## config.mk

```make
export PLATFORM = sky130hd
export DESIGN_NAME = sdts_ram
export DESIGN_NICKNAME = d
export VERILOG_FILES = /design/src/rtl/core/sdts_ram.sv
export SDC_FILE = /design/constraint.sdc
export NUM_CORES = 1
export LEC_CHECK = 0
export ABC_AREA = 1
export BUFFER_PORTS_ARGS = -buffer_cell sky130_fd_sc_hd__buf_2
export CORE_MARGIN = 2
export CORE_UTILIZATION = 23
export DETAILED_ROUTE_END_ITERATION = 10
export HOLD_SLACK_MARGIN = 0.15
export SETUP_SLACK_MARGIN = 0.4
export SLEW_MARGIN = 20
export SYNTH_ARGS = -nofsm -noshare
export SYNTH_HDL_FRONTEND = slang
export SYNTH_SLANG_ARGS = --single-unit
```

## constraint.sdc

```tcl
create_clock -name clk -period 1.3 [get_ports clk]
set_input_delay 0.065 -clock clk [delete_from_list [all_inputs] [get_ports clk]]
set_output_delay 0.065 -clock clk [all_outputs]
set_load 0.005 [all_outputs]
```

## src/rtl/core/sdts_ram.sv

```systemverilog
// Generic simple dual-port RAM with registered read.
module sdts_ram #(
  parameter int WIDTH = 8,
  parameter int DEPTH = 16
) (
  input  logic                     clk,
  input  logic                     we,
  input  logic [$clog2(DEPTH)-1:0] waddr,
  input  logic [WIDTH-1:0]         wdata,
  input  logic [$clog2(DEPTH)-1:0] raddr,
  output logic [WIDTH-1:0]         rdata
);

  logic [WIDTH-1:0] mem [DEPTH];

  always_ff @(posedge clk) begin
    if (we) begin
      mem[waddr] <= wdata;
    end
    rdata <= mem[raddr];
  end

endmodule

```

==> reports/metrics.csv <==
stage,metric,value,unit
status,status,"finished, final reports clean",
clock_network,cts_root_buffer,clkbuf_16,
sta,finalSetupViolCount,0,
worst_setup_path,cp-end-kind,register,
job,drv_cap,0,
floorplanning,dieWidth,162,um
detailed_routing,ant_nets,0,
pwr,p_total,10.3,mW
pwr,p_sw,2.32,mW
pwr,power.clock.fraction,0.446,
worst_setup_path,cp.arrival,1.27,ns
clock_network,clk_path_buf_depth,2,
placed_design,dp_slack,0.0679,ns
worst_setup_path,startpoint_type,register,
detailed_routing,wirelength,14.0,mm
detailed_routing,post_drt_wl_per_cell,14.9,um
clock_network,cts-buffers-inserted,17,
detailed_routing,vias_per_cell,4.07,
pwr,seq_power_share,0.482,
synth,syn_area,5770,um2
sta,layout_setup_ws,0.341,ns
floorplanning,io_pins,26,
synth,syn_inst,551,
floorplanning,core_area,24500,um2
sta,relSlewSlack,0.685,
grt,antenna_found_initial,0,
clock_network,htreeDepth,4,
synth,synth_fa_ha_area_frac,0,
layout,drive_gt1_frac,0.225,
grt,grt_use_total,0.112,
clock_network,path_clk_slew,0.06,ns
sta,grt_setup_unrepaired,yes,
layout,final_util,0.300,
pwr,p_int,7.95,mW
synth,ys_warn_count,0,
synth,syn_nets,569,
sta,tns,0,ns
worst_setup_path,max_stage_delay,0.35,ns
grt,grt_pass1_vias,3782,
detailed_routing,detail_route.first_pass.iterations,5,
detailed_routing,drc,0,
sta,hold_violations,0,
sta,drv_slew,0,
synth,synth.distinct_cells,12,
synth,yosys.area_share.simple,0.210,
pwr,powerDensity,1400,nW/um2
pwr,p_leak,3.06,nW
placed_design,place_area,6400,um2
synth,synthXorXnorAreaFrac,0,
clock_network,cts_tree,done,
min_path,hold_path.class,input pin to register,
pwr,p_comb_frac,0.072,
synth,yosysSeqAreaShare,0.694,
worst_setup_path,crit_fanout,1,
layout,fin_nets,623,
worst_setup_path,crit_type,register to register,
pwr,vdd_drop_max,0.925,mV
worst_setup_path,slowest_stage,edfxtp_1,
layout,final_area,7330,um2
layout,synthToLayoutAreaGrowth,27.1,%
sta,finalCriticalPeriod,0.959,ns
placed_design,port_buffers,25,
placed_design,dp_cells,900,
floorplanning,start_util,0.236,
worst_setup_path,cp_data_required_time,1.61,ns
sta,tightest_slew,0.471,ns
sta,fmax,1040,MHz
placed_design,dp_hpwl,8.53,mm
sta,fin_crit_sh,0.738,
clock_network,clk_latency,0.42,ns
grt,grt.overflow.total,0,
pwr,switching_share,0.226,
worst_setup_path,crit_chain,inv_1 -> nand2_1 -> nand3_2 -> nand3_4 -> nand3_4 -> nand2_2,
floorplanning,die_h,162,um
synth,synth_top_family_by_area,simple AND/OR/NAND/NOR gates,
grt,grt_first_pass_wirelength,21.5,mm
synth,avgSynthCellArea,10.5,um2
placed_design,routabilityCongestion,0.797,
worst_setup_path,crit_buf_inv,1,
worst_setup_path,cp_common_cell,nand3_4,
clock_network,cts.sinks,136,
floorplanning,rows,57,
sta,clock_skew,0.00833,ns
floorplanning,dieArea,26400,um2
worst_setup_path,cpLargestDelayFamily,simple AND/OR/NAND/NOR gates,
layout,fin_cells,941,
layout,num_antenna_cells,0,
grt,grt_max_degree,65,
detailed_routing,vias,3826,
detailed_routing,drtIter0Drc,290,
synth,synth-compound-area-share,0,
synth,ys_ff_latch,136,
sta,hold_ws,0.225,ns
synth,muxShareOfSynthArea,0,
==> layer usage <==
layer | part of all wire | track usage | vias to the layer above
met5 | 0 | 0 | -
met4 | 0.029 | 0.0519 | 0
met3 | 0.048 | 0.0308 | 24
met2 | 0.48 | 0.183 | 81
met1 | 0.45 | 0.138 | 1841
li1 | - | - | 1880
==> kinds of logic after synthesis <==
family                 after synthesis
AND/OR/NAND/NOR                    289
flip-flops                         136
buffers and inverters              126
==> tightest hold or removal path: cells and delay by family <==
family	cells	cell delay (ns)
buf+inv	2	0.35
simple gates	2	0.18
==> synthesized netlist by cell type <==
| cell type | instances | area, um2 |
|---|---|---|
| nand2_1 | 173 | 649 |
| edfxtp_1 | 128 | 3840 |
| inv_1 | 100 | 375 |
| nand3_1 | 97 | 485 |
| nor2_1 | 17 | 63.8 |
| buf_2 | 13 | 65.1 |
| dfxtp_1 | 8 | 160 |
| buf_6 | 6 | 67.6 |
| buf_4 | 4 | 30.0 |
| inv_2 | 2 | 7.51 |
| nand3b_1 | 2 | 15.0 |
| buf_1 | 1 | 3.75 |
==> worst paths after layout <==
path                            startpoint  endpoint  slack (ns)  cells after the start
worst max-delay path             mem[7][6]  rdata[6]        0.34                      6
worst min-delay path              raddr[3]  rdata[4]        0.23                      4
worst max register to register   mem[7][6]  rdata[6]        0.34                      6
worst min register to register   mem[2][4]  rdata[4]        0.67                      6
==> layout by cell type, fill, tap and decap left out, types with 3 or more instances in the layout <==
| master | Yosys | final |
|---|---|---|
| buf_12 | 0 | 6 |
| buf_2 | 13 | 20 |
| buf_4 | 4 | 18 |
| buf_6 | 6 | 5 |
| clkbuf_16 | 0 | 17 |
| clkinv_2 | 0 | 4 |
| clkinvlp_4 | 0 | 4 |
| dfxtp_2 | 0 | 8 |
| dlygate4sd3_1 | 0 | 10 |
| edfxtp_1 | 128 | 128 |
| inv_1 | 100 | 98 |
| inv_2 | 2 | 4 |
| nand2_1 | 173 | 168 |
| nand2_2 | 0 | 5 |
| nand3_1 | 97 | 59 |
| nand3_2 | 0 | 35 |
| nand3_4 | 0 | 3 |
| nor2_1 | 17 | 11 |
| nor2_2 | 0 | 6 |
==> flip-flops by register name (all words and copies together), names as in the netlist <==
name and cells:
mem 128, rdata 8
==> cell type report <==
| type | instances | area, um2 |
|---|---|---|
| clock buffers | 17 | 425 |
| inverters | 102 | 383 |
| clock inverters | 14 | 135 |
| multi-input cells | 289 | 1450 |
| repair buffers | 59 | 512 |
| fillers | 2487 | 17100 |
| flip-flops and latches | 136 | 4010 |
| well taps | 324 | 405 |
==> power groups by stage <==
| stage | registers [mW] | logic (mW) | clock network [mW] |
|---|---|---|---|
| after floorplan | 5.02 | 0.349 | 0 |
| after global placement | 5.03 | 0.626 | 0 |
| after detailed placement | 5.03 | 0.638 | 0 |
| after CTS | 4.95 | 0.707 | 4.65 |
| after global routing | 4.96 | 0.812 | 4.83 |
| final | 4.95 | 0.738 | 4.58 |
==> what timing repair did <==
item / in CTS / in global routing
hold buffers: 10 / 0
buffers inserted: 0 / 0
pin swaps: 21 / 12
gates resized for setup: 35 / 26
endpoints found under the setup margin: 16 / 16
hold endpoints to repair: 136 / 0
No activity file was read; power rests on OpenSTA's default activity.
