$ cat src/rtl/core/sdts_pkg.sv
// Package for the sorted date table: sizes, codes, beat types and search cell state.
package sdts_pkg;

  localparam int TABLE_DEPTH = 4096;
  localparam int ADDR_W      = $clog2(TABLE_DEPTH);
  localparam int CNT_W       = $clog2(TABLE_DEPTH + 1);
  localparam int NCELL       = CNT_W;

  localparam int FUNC_W   = 3;
  localparam int DATE_W   = 27;
  localparam int INDEX_W  = 12;
  localparam int VALUE_W  = 28;
  localparam int STATUS_W = 2;
  localparam int ENTRY_W  = 13;

  localparam logic [FUNC_W-1:0] FUNC_CLEAR   = 3'd0;
  localparam logic [FUNC_W-1:0] FUNC_INSERT  = 3'd1;
  localparam logic [FUNC_W-1:0] FUNC_BYINDEX = 3'd2;
  localparam logic [FUNC_W-1:0] FUNC_FIND    = 3'd3;
  localparam logic [FUNC_W-1:0] FUNC_NEAREST = 3'd4;

  localparam logic [STATUS_W-1:0] STAT_OK   = 2'd0;
  localparam logic [STATUS_W-1:0] STAT_MISS = 2'd1;
  localparam logic [STATUS_W-1:0] STAT_FULL = 2'd2;
  localparam logic [STATUS_W-1:0] STAT_DUP  = 2'd3;

  typedef enum logic [1:0] {
    ST_IDLE,
    ST_SEARCH,
    ST_READ,
    ST_SHIFT
  } fsm_t;

  typedef struct packed {
    logic [FUNC_W-1:0]  func;
    logic [DATE_W-1:0]  date_in;
    logic [INDEX_W-1:0] index_in;
  } in_item_t;

  typedef struct packed {
    logic signed [VALUE_W-1:0] value_out;
    logic [STATUS_W-1:0]       status;
    logic [ENTRY_W-1:0]        entry_count;
  } out_item_t;

  // One bisection step in flight: range [lo, hi), probe point mid, match seen.
  typedef struct packed {
    logic             valid;
    logic [CNT_W-1:0] lo;
    logic [CNT_W-1:0] hi;
    logic [CNT_W-1:0] mid;
    logic             eq;
  } srch_t;

endpackage

$ cat src/rtl/core/sdts_cell.sv
// Search cell: holds one bisection step and hands the narrowed range to the next cell.
module sdts_cell (
  input  logic                       clk,
  input  logic                       rst,
  input  sdts_pkg::srch_t            load,
  input  logic [sdts_pkg::DATE_W-1:0] key,
  input  logic                       upper,
  input  logic [sdts_pkg::DATE_W-1:0] rdata,
  output sdts_pkg::srch_t            step
);
  import sdts_pkg::*;

  srch_t            st;
  logic             less;
  logic [CNT_W-1:0] lo_n;
  logic [CNT_W-1:0] hi_n;
  logic             eq_n;

  always_ff @(posedge clk) begin
    if (rst) begin
      st.valid <= 1'b0;
    end else begin
      st <= load;
    end
  end

  // rdata holds the entry at st.mid, read when this cell was loaded
  always_comb begin
    less = upper ? (rdata <= key) : (rdata < key);
    lo_n = st.lo;
    hi_n = st.hi;
    eq_n = st.eq;
    if (st.lo < st.hi) begin
      if (less) begin
        lo_n = st.mid + CNT_W'(1);
      end else begin
        hi_n = st.mid;
        eq_n = (rdata == key);
      end
    end
    step.valid = st.valid;
    step.lo    = lo_n;
    step.hi    = hi_n;
    step.mid   = lo_n + ((hi_n - lo_n) >> 1);
    step.eq    = eq_n;
  end

endmodule

$ cat config.mk
export PLATFORM = sky130hd
export DESIGN_NAME = sdts_cell
export DESIGN_NICKNAME = d
export VERILOG_FILES = /design/src/rtl/core/sdts_pkg.sv /design/src/rtl/core/sdts_cell.sv
export SDC_FILE = /design/constraint.sdc
export NUM_CORES = 1
export LEC_CHECK = 0
export ABC_AREA = 1
export BUFFER_PORTS_ARGS = -buffer_cell sky130_fd_sc_hd__buf_2
export CAP_MARGIN = 15
export CORE_ASPECT_RATIO = 1.25
export CORE_MARGIN = 10
export CORE_UTILIZATION = 34
export DETAILED_ROUTE_END_ITERATION = 8
export PLACE_DENSITY_LB_ADDON = 0.25
export RECOVER_POWER = 100
export SLEW_MARGIN = 10
export SYNTH_ARGS = -nofsm -noshare
export SYNTH_HDL_FRONTEND = slang
export SYNTH_SLANG_ARGS = --single-unit
$ cat constraint.sdc
create_clock -name clk -period 6.2 [get_ports clk]
set_input_delay 0.62 -clock clk [delete_from_list [all_inputs] [get_ports clk]]
set_output_delay 0.62 -clock clk [all_outputs]
set_load 0.01 [all_outputs]
==> results of run 1 <==
cell usage in the layout, fill, tap and decap left out, drive strengths merged:
| cell type | n |
|---|---|
| o21bai | 2 |
| nor2 | 36 |
| a211oi | 3 |
| buf | 107 |
| a21oi | 30 |
| nand2 | 171 |
| clkbuf | 40 |
| or2 | 4 |
| clkinv | 1 |
| nand3 | 30 |
| dfxtp | 1 |
| ha | 62 |
| a21o | 3 |
| nand4 | 16 |
| xnor2 | 1 |
| o21ai | 29 |
| edfxtp | 40 |
| nor3 | 8 |
| inv | 111 |
| xor2 | 21 |
| fa | 2 |
| nand3b | 4 |
power by group:
group	switching, uW	total [uW]	internal, uW	leakage (uW)
logic	773	1220	445	0.00243
registers	14.3	345	330	0.000400
clock network	89.4	239	149	0.0000652
flip-flops by register name (all words and copies together), names as in the netlist:
signal and count:
step 1, st 40
area by class of cell:
cell class / instances / area, um2 / area share, %
inverter: 112 / 420 / 7.99
tap: 164 / 205 / 3.90
sequential: 41 / 1220 / 23.2
multi-input combinational: 422 / 2620 / 49.8
timing repair buffer: 139 / 656 / 12.5
clock buffer: 8 / 136 / 2.59
worst paths after layout:
path | start | end | slack (ns) | cells after the start
worst max-delay path | key[26] | step[13] | 0.54 | 25
worst min-delay path | load[16] | st[16] | 0.52 | 1
worst max-delay path, stage by stage:
cell and delay, ns:
buf_2 0.08, inv_1 0.03, ha_1 0.31, nand4_1 0.17
nor2_1 0.27, nand4_4 0.21, nand2_4 0.16, nand2_4 0.14
o21ai_0 0.40, nand2_1 0.20, fa_1 0.48, nand2_1 0.10
nand2_1 0.11, nand3_1 0.11, nand2_1 0.06, xor2_1 0.15
ha_1 0.36, a21oi_1 0.24, nor2_1 0.07, a211oi_1 0.21
nand2_2 0.11, nand2_1 0.08, nand2_1 0.06, xor2_1 0.13
clkbuf_1 0.17
per-stage QoR:
step | worst slack, ns | util, % | area (um2) | std cells | power (uW)
floorplan | 1.04 | - | 4310 | 582 | 1240
global placement | 0.619 | 42.1 | 5160 | 878 | 1600
detailed placement | 0.575 | 42.1 | 5160 | 878 | 1620
CTS | 0.275 | 43.2 | 5300 | 886 | 1860
global route | 0.0393 | 42.9 | 5260 | 886 | 2000
finish | 0.541 | 42.9 | 5260 | 886 | 1800
cells by family (layout without fill, tap and decap cells):
family | after synthesis | count (layout)
AOI/OAI and AO/OA | 67 | 67
xor gates and xnor gates | 22 | 22
adders and majority gates | 64 | 64
buffers and inverters | 119 | 259
DFF | 41 | 41
and+or+nand+nor | 269 | 269
routing by layer:
layer,vias up,routed length [um],share of wire [%],track usage (%)
li1,2164,-,-,-
met1,1794,5000,43,14.0
met2,72,6030,52,23.7
met3,8,457,3.9,2.56
met4,0,103,0.89,2.66
met5,-,0,0,0
==> run_results.csv, run 1 <==
group,metric,value,unit
run_status,status,"finished, violations left",
run_status,violations,"capacitance limit, slew limit",
route,drtIter0Drc,126,
power_and_ir_drop,power_density,342,nW/um2
worst_setup_path,arrival,5.04,ns
placed_design,numPortBuffers,138,
route,wl_per_cell,13.1,um
yosys,yosysMostFrequentCell,"nand2_1",
worst_setup_path,crit_type,"in2out",
yosys,synth-compound-area-share,8.59,%
yosys,muxShareOfSynthArea,0,%
route,first_pass_iters,4,
clock_network,cts_hold_buf,0,
floorplan,coreArea,12300,um2
yosys,synthFlopType,"edfxtp_1",
clock_network,cts_tree,"done",
job,cap_violations,1,
timing,finalSetupViolations,0,
placed_design,routabilityCongestion,0.835,
yosys,yosys.area_share.simple,28.7,%
timing,tns,0,ns
clock_network,cts_sinks,41,
power_and_ir_drop,ir_drop,263,uV
route,ant_nets,0,
timing,timing.hold.ws,0.520,ns
worst_setup_path,crit_required,5.58,ns
worst_setup_path,path_max_fanout,16,
grt,antenna_found_initial,0,
hold_path,min_path_type,"in2reg",
yosys,synth_fa_ha_area_share,18.9,%
clock_network,cts_htree_levels,2,
floorplan,fp.dieW,121,um
clock_network,cts.path.max_buffers,2,
yosys,synth_fp_nets,744,
yosys,synthDistinctLibCells,35,
yosys,synth_top_family_by_area,"simple AND/OR/NAND/NOR gates",
worst_setup_path,endpoint_kind,"output port",
route,num_vias,4038,
clock_network,cts_made_buffers,5,
layout,nets,883,
timing,max-slew-margin-rel,-36.7,%
grt,gr-total-overflow,0,
layout,area_delta_synth_final,22.0,%
yosys,netlist_area,4310,um2
route,via_per_inst,4.56,
timing,period_share,91.3,%
yosys,ys_seq_area_share,28.3,%
yosys,synth_edf_count,40,
layout,n_antenna_cell,0,
layout,fillers,1336,
clock_network,postCtsSetupBuffers,0,
floorplan,die_area,17600,um2
timing,fmax,177,MHz
timing,rsz0062_at_grt,"false",
yosys,synth_xor_area_share,4.47,%
timing,finalHoldViolations,0,
clock_network,clockRootBuffer,"clkbuf_16",
floorplan,initial_core_util,35.1,%
grt,grt_pass1_wl,18500,um
placed_design,place_hpwl,10400,um
floorplan,ios,139,
timing,worst_slew_pin_slew,2.05,ns
worst_setup_path,worst_setup_path_start_kind,"primary input",
power_and_ir_drop,cellLeakagePower,0.00290,uW
grt,gr-usage-all-layers,12.6,%
layout,final_layout_size_suffix_gt1_share,19.8,%
floorplan,rows,45,
yosys,synth_area_leaders,"edfxtp_1, ha_1, nand2_1, inv_1, xor2_1",
floorplan,die_h,146,um
yosys,syn_area_per_cell,7.41,um2
route,drc,0,
clock_network,clk_pin_slew,0.05,ns
yosys,synth_area_leader_cell,"edfxtp_1",
clock_network,cts-resized-gates,0,
yosys,synth_warnings,0,
yosys,async_reset_ff_share,0,%
grt,grt_max_degree,41,
timing,drv_slew,41,
yosys,synth_commonest_cells,"nand2_1, inv_1, ha_1",
yosys,synth_top_area_share,27.9,%
grt,grt_pass1_vias,4097,
yosys,syn_inst,582,
route,wl,11600,um
timing,layout_min_cycle_time,5.66,ns
yosys,ys_ff_latch,41,
Power figures use the tool's default switching activity.
==> inputs of run 2 (changes only) <==
Settings changed: CORE_ASPECT_RATIO 1.25 to default.
==> run 2 against run 1 <==
Against the previous run:
- the flow still finishes with violations (capacitance limit, slew limit)
- wire length up 3.9%
- largest cell class unchanged
- core utilization fell by 0.60 points
- worst setup slack improved by 0.0068 ns
- hold slack got worse by 0.0087 ns
- global-route usage rose by 0.64 points
- cell count up 1.1%
- count of clock-buffer cells in the layout fell by 2
- sequential power about the same
==> run_results.csv, run 2 (same netlist as run 1, synthesis figures left out) <==
group,metric,value,unit
run_status,status,"finished, violations left",
run_status,violations,"capacitance limit, slew limit",
timing,worst_slew_pin_slew,2.05,ns
clock_network,cts-resized-gates,0,
placed_design,placed_area,5190,um2
worst_setup_path,worst_setup_path_start_kind,"primary input",
layout,final_cell_area,5290,um2
timing,drv_slew,41,
grt,gr-usage-all-layers,13.2,%
timing,tns,0,ns
floorplan,initial_core_util,34.5,%
floorplan,ios,139,
job,cap_violations,1,
clock_network,cts_sinks,41,
power_and_ir_drop,power_density,345,nW/um2
power_and_ir_drop,ir_drop,145,uV
layout,multi_input_area,2620,um2
clock_network,clockRootBuffer,"clkbuf_16",
layout,fillers,1344,
placed_design,numPortBuffers,138,
route,num_vias,4131,
floorplan,die_h,133,um
floorplan,die_area,17600,um2
timing,layout_min_cycle_time,5.65,ns
layout,final_layout_size_suffix_gt1_share,20.7,%
worst_setup_path,cp_top_family,"simple AND/OR/NAND/NOR gates",
placed_design,place_hpwl,10800,um
layout,final_common_cell,"nand2_1",
timing,fmax,177,MHz
layout,nets,885,
hold_path,min_path_cells,1,
worst_setup_path,crit_required,5.58,ns
timing,finalHoldViolations,0,
layout,register_area,1220,um2
route,drtIter0Drc,203,
clock_network,cts_tree,"done",
layout,final_cell_mix,"nand2_1, inv_1, buf_2",
layout,top_register,"st",
grt,grt_pass1_vias,4217,
grt,gr-total-overflow,0,
route,ant_nets,0,
placed_design,routabilityCongestion,0.929,
worst_setup_path,cpPeakStageDelay,0.53,ns
worst_setup_path,arrival,5.03,ns
layout,largest_register_ffs,40,
worst_setup_path,path_max_fanout,16,
worst_setup_path,crit_buf_inv,7,
grt,antenna_found_initial,0,
timing,finalSetupViolations,0,
hold_path,min_path_type,"in2reg",
floorplan,coreArea,12500,um2
timing,period_share,91.2,%
worst_setup_path,endpoint_kind,"output port",
route,wl_per_cell,13.4,um
clock_network,cts.path.max_buffers,2,
clock_network,postCtsSetupBuffers,0,
route,drc,0,
route,first_pass_iters,5,
route,wl,12000,um
power_and_ir_drop,cellLeakagePower,0.00291,uW
grt,grt_max_degree,41,
clock_network,clk_pin_slew,0.06,ns
worst_setup_path,path_common_cell,"nand2_1",
timing,max-slew-margin-rel,-36.9,%
clock_network,cts_hold_buf,0,
floorplan,rows,41,
hold_path,hold_end,"st[37]",
route,via_per_inst,4.61,
worst_setup_path,crit_type,"in2out",
worst_setup_path,slowest_stage,"o21ai_0",
hold_path,hp-start,"load[37]",
layout,n_antenna_cell,0,
worst_setup_path,timing.critical_path.from,"key[18]",
grt,grt_pass1_wl,19500,um
floorplan,fp.dieW,133,um
clock_network,cts_htree_levels,2,
layout,area_delta_synth_final,22.7,%
timing,rsz0062_at_grt,"false",
clock_network,cts_made_buffers,5,
[run 2: cell types whose count changed in the layout (fill, tap and decap cells not counted), sizes merged]
cell	previous run	this run
clkbuf	40	38
buf	107	109
clkinvlp	0	2
[run 2: worst max path at each step]
stage | endpoint | slack [ns] | cells past startpoint
final | step[12] | 0.55 | 28
after global routing | step[12] | 0.02 | 33
after CTS | step[12] | 0.32 | 29
after detailed placement | step[12] | 0.34 | 31
after global placement | step[12] | 0.47 | 33
after floorplan | step[13] | 1.04 | 31
[run 2: per-layer routing]
layer | track usage [%] | share of wire [%]
met4 | 4.10 | 2.1
met1 | 15.2 | 42
met5 | 0 | 0
met2 | 24.0 | 50
met3 | 2.65 | 5.8
[run 2: power by group]
group | internal, uW | switching (uW) | total [uW] | leakage, uW
Combinational | 452 | 777 | 1230 | 0.00245
Sequential | 330 | 15.6 | 346 | 0.000400
Clock | 149 | 99.1 | 248 | 0.0000631
[run 2: final cells by class]
cell class / instances / area share, %
timing repair buffer: 141 / 12.7
inverter: 112 / 7.95
sequential: 41 / 23.1
clock buffer: 6 / 2.44
tap: 172 / 4.07
multi-input combinational: 422 / 49.5
clock inverter: 2 / 0.284
[run 2: through the flow]
| stage | power [uW] | util (%) | std cells | hold WS (ns) | worst slack (ns) |
|---|---|---|---|---|---|
| floorplan | 1240 | - | 582 | 0.691 | 1.04 |
| global placement | 1610 | 41.4 | 888 | 0.789 | 0.473 |
| detailed placement | 1630 | 41.4 | 888 | 0.798 | 0.340 |
| CTS | 1880 | 42.6 | 896 | 0.504 | 0.315 |
| global route | 2030 | 42.3 | 896 | 0.502 | 0.0235 |
| finish | 1820 | 42.3 | 896 | 0.512 | 0.548 |
==> inputs of run 3 (changes only) <==
Settings changed: SETUP_SLACK_MARGIN from default to 0.1.
Clock period 6.2 ns to 6.4 ns, I/O delays scaled along.
==> run 3 against run 2 <==
Against the previous run:
- the run still ends with capacitance limit, slew limit left
- worst setup slack improved by 0.055 ns
- core utilization increased by 0.21 points
- sequential power fell by 3%
- non-clock buffer count decreased by 1
- die area is the same
- global-route usage grew 0.30 points
==> run_results.csv, run 3 (same netlist as run 1, synthesis figures left out) <==
group,metric,value,unit
timing,period_share,90.6,%
power_and_ir_drop,combinationalPowerShare,66.3,%
clock_network,clockRootBuffer,"clkbuf_16",
job,cap_violations,1,
timing,fmax,173,MHz
layout,n_antenna_cell,0,
worst_setup_path,slowest_stage,"ha_1",
grt,gr-usage-all-layers,13.5,%
route,highest_layer,"met4",
clock_network,cts_hold_buf,0,
worst_setup_path,worst_setup_path_start_kind,"primary input",
layout,largest_register_ffs,40,
floorplan,ios,139,
layout,final_cell_mix,"nand2_1, buf_2, inv_1",
grt,antenna_found_initial,0,
floorplan,die_h,133,um
grt,grt_pass1_wl,19900,um
placed_design,place_hpwl,10700,um
timing,tns,0,ns
placed_design,routabilityCongestion,0.906,
worst_setup_path,arrival,5.16,ns
worst_setup_path,path_max_fanout,16,
route,wl_met2,6020,um
floorplan,die_area,17600,um2
worst_setup_path,crit_type,"in2out",
power_and_ir_drop,ir_drop,139,uV
timing,finalSetupViolations,0,
grt,grt_pass1_vias,4349,
route,num_vias,4092,
power_and_ir_drop,cellLeakagePower,0.00293,uW
clock_network,cts_sinks,41,
hold_path,hp-start,"load[28]",
grt,grt_max_degree,41,
floorplan,initial_core_util,34.5,%
timing,worst_slew_pin_slew,2.12,ns
route,via_per_inst,4.57,
run_status,violations,"capacitance limit, slew limit",
power_and_ir_drop,power_density,343,nW/um2
power_and_ir_drop,power.internal,943,uW
timing,timing.hold.ws,0.530,ns
clock_network,cts_htree_levels,2,
power_and_ir_drop,swShare,48.4,%
worst_setup_path,crit_required,5.76,ns
power_and_ir_drop,p_seq_share,18.3,%
run_status,status,"finished, violations left",
clock_network,cts_made_buffers,5,
clock_network,cts-resized-gates,0,
layout,top_register,"st",
layout,register_area,1220,um2
clock_network,postCtsSetupBuffers,0,
hold_path,min_path_type,"in2reg",
timing,drv_slew,41,
grt,gr-total-overflow,0,
clock_network,cts_tree,"done",
floorplan,rows,41,
route,dr_wl_met3,549,um
worst_setup_path,cpPeakStageDelay,0.37,ns
route,drt-met1-wl,5100,um
timing,max-slew-margin-rel,-41.4,%
route,wl_per_cell,13.5,um
layout,area_delta_synth_final,23.3,%
floorplan,fp.dieW,133,um
hold_path,min_path_cells,1,
placed_design,numPortBuffers,138,
worst_setup_path,endpoint_kind,"output port",
timing,layout_min_cycle_time,5.80,ns
layout,multi_input_area,2630,um2
power_and_ir_drop,power.share.clock,15.4,%
route,drc,0,
route,ant_nets,0,
route,wl,12100,um
timing,setup_ws,0.603,ns
layout,fillers,1363,
layout,nets,884,
timing,finalHoldViolations,0,
power_and_ir_drop,switchingPower,883,uW
timing,rsz0062_at_grt,"false",
route,drtIter0Drc,216,
hold_path,hold_end,"st[28]",
layout,final_common_cell,"nand2_1",
clock_network,cts.path.max_buffers,2,
placed_design,dp_slack,0.438,ns
floorplan,coreArea,12500,um2
route,first_pass_iters,6,
layout,final_layout_size_suffix_gt1_share,21.0,%
clock_network,clk_pin_slew,0.06,ns
worst_setup_path,path_common_cell,"nand2_1",
## run 3: worst max-delay path: cells and delay by family
kind	cells	cell delay, ns
adders and majority gates	3	0.98
AOI/OAI and AO/OA	3	0.59
buffers and inverters	4	0.41
and+or+nand+nor	22	2.51
## run 3: worst max-delay path by stage
stage,start,endpoint,slack [ns],depth (start not counted)
after floorplan,key[22],step[13],1.20,31
after global placement,key[6],step[12],0.52,31
after detailed placement,key[10],step[12],0.44,31
after CTS,key[10],step[12],0.42,31
after global routing,key[10],step[12],0.07,32
final,key[10],step[12],0.60,32
## run 3: cell type report
cell class,instances,area share [%]
clock buffers,5,2.35
clock inverters,3,0.777
inverters,112,7.91
multi-input cells,422,49.4
flip-flops and latches,41,23.0
well taps,172,4.05
repair buffers,140,12.5
## run 3: through the flow
| stage | power, uW | util [%] | cells | area [um2] |
|---|---|---|---|---|
| after global routing | 2030 | 42.5 | 895 | 5320 |
| final | 1830 | 42.5 | 895 | 5320 |
| after global placement | 1560 | 41.4 | 887 | 5180 |
| after CTS | 1870 | 42.7 | 895 | 5350 |
| after floorplan | 1200 | - | 582 | 4310 |
| after detailed placement | 1580 | 41.4 | 887 | 5180 |
## run 3: metal layers
layer,GRT usage (%),vias up
li1,-,2163
met1,14.8,1805
met2,25.1,101
met3,2.54,23
met4,5.26,0
met5,0,-
## run 3: power by group through the flow
stage / registers (uW) / logic (uW) / clock network [uW]
floorplan: 334 / 866 / 0
global placement: 339 / 1220 / 0
detailed placement: 339 / 1240 / 0
CTS: 334 / 1250 / 289
global route: 337 / 1400 / 299
finish: 334 / 1210 / 282
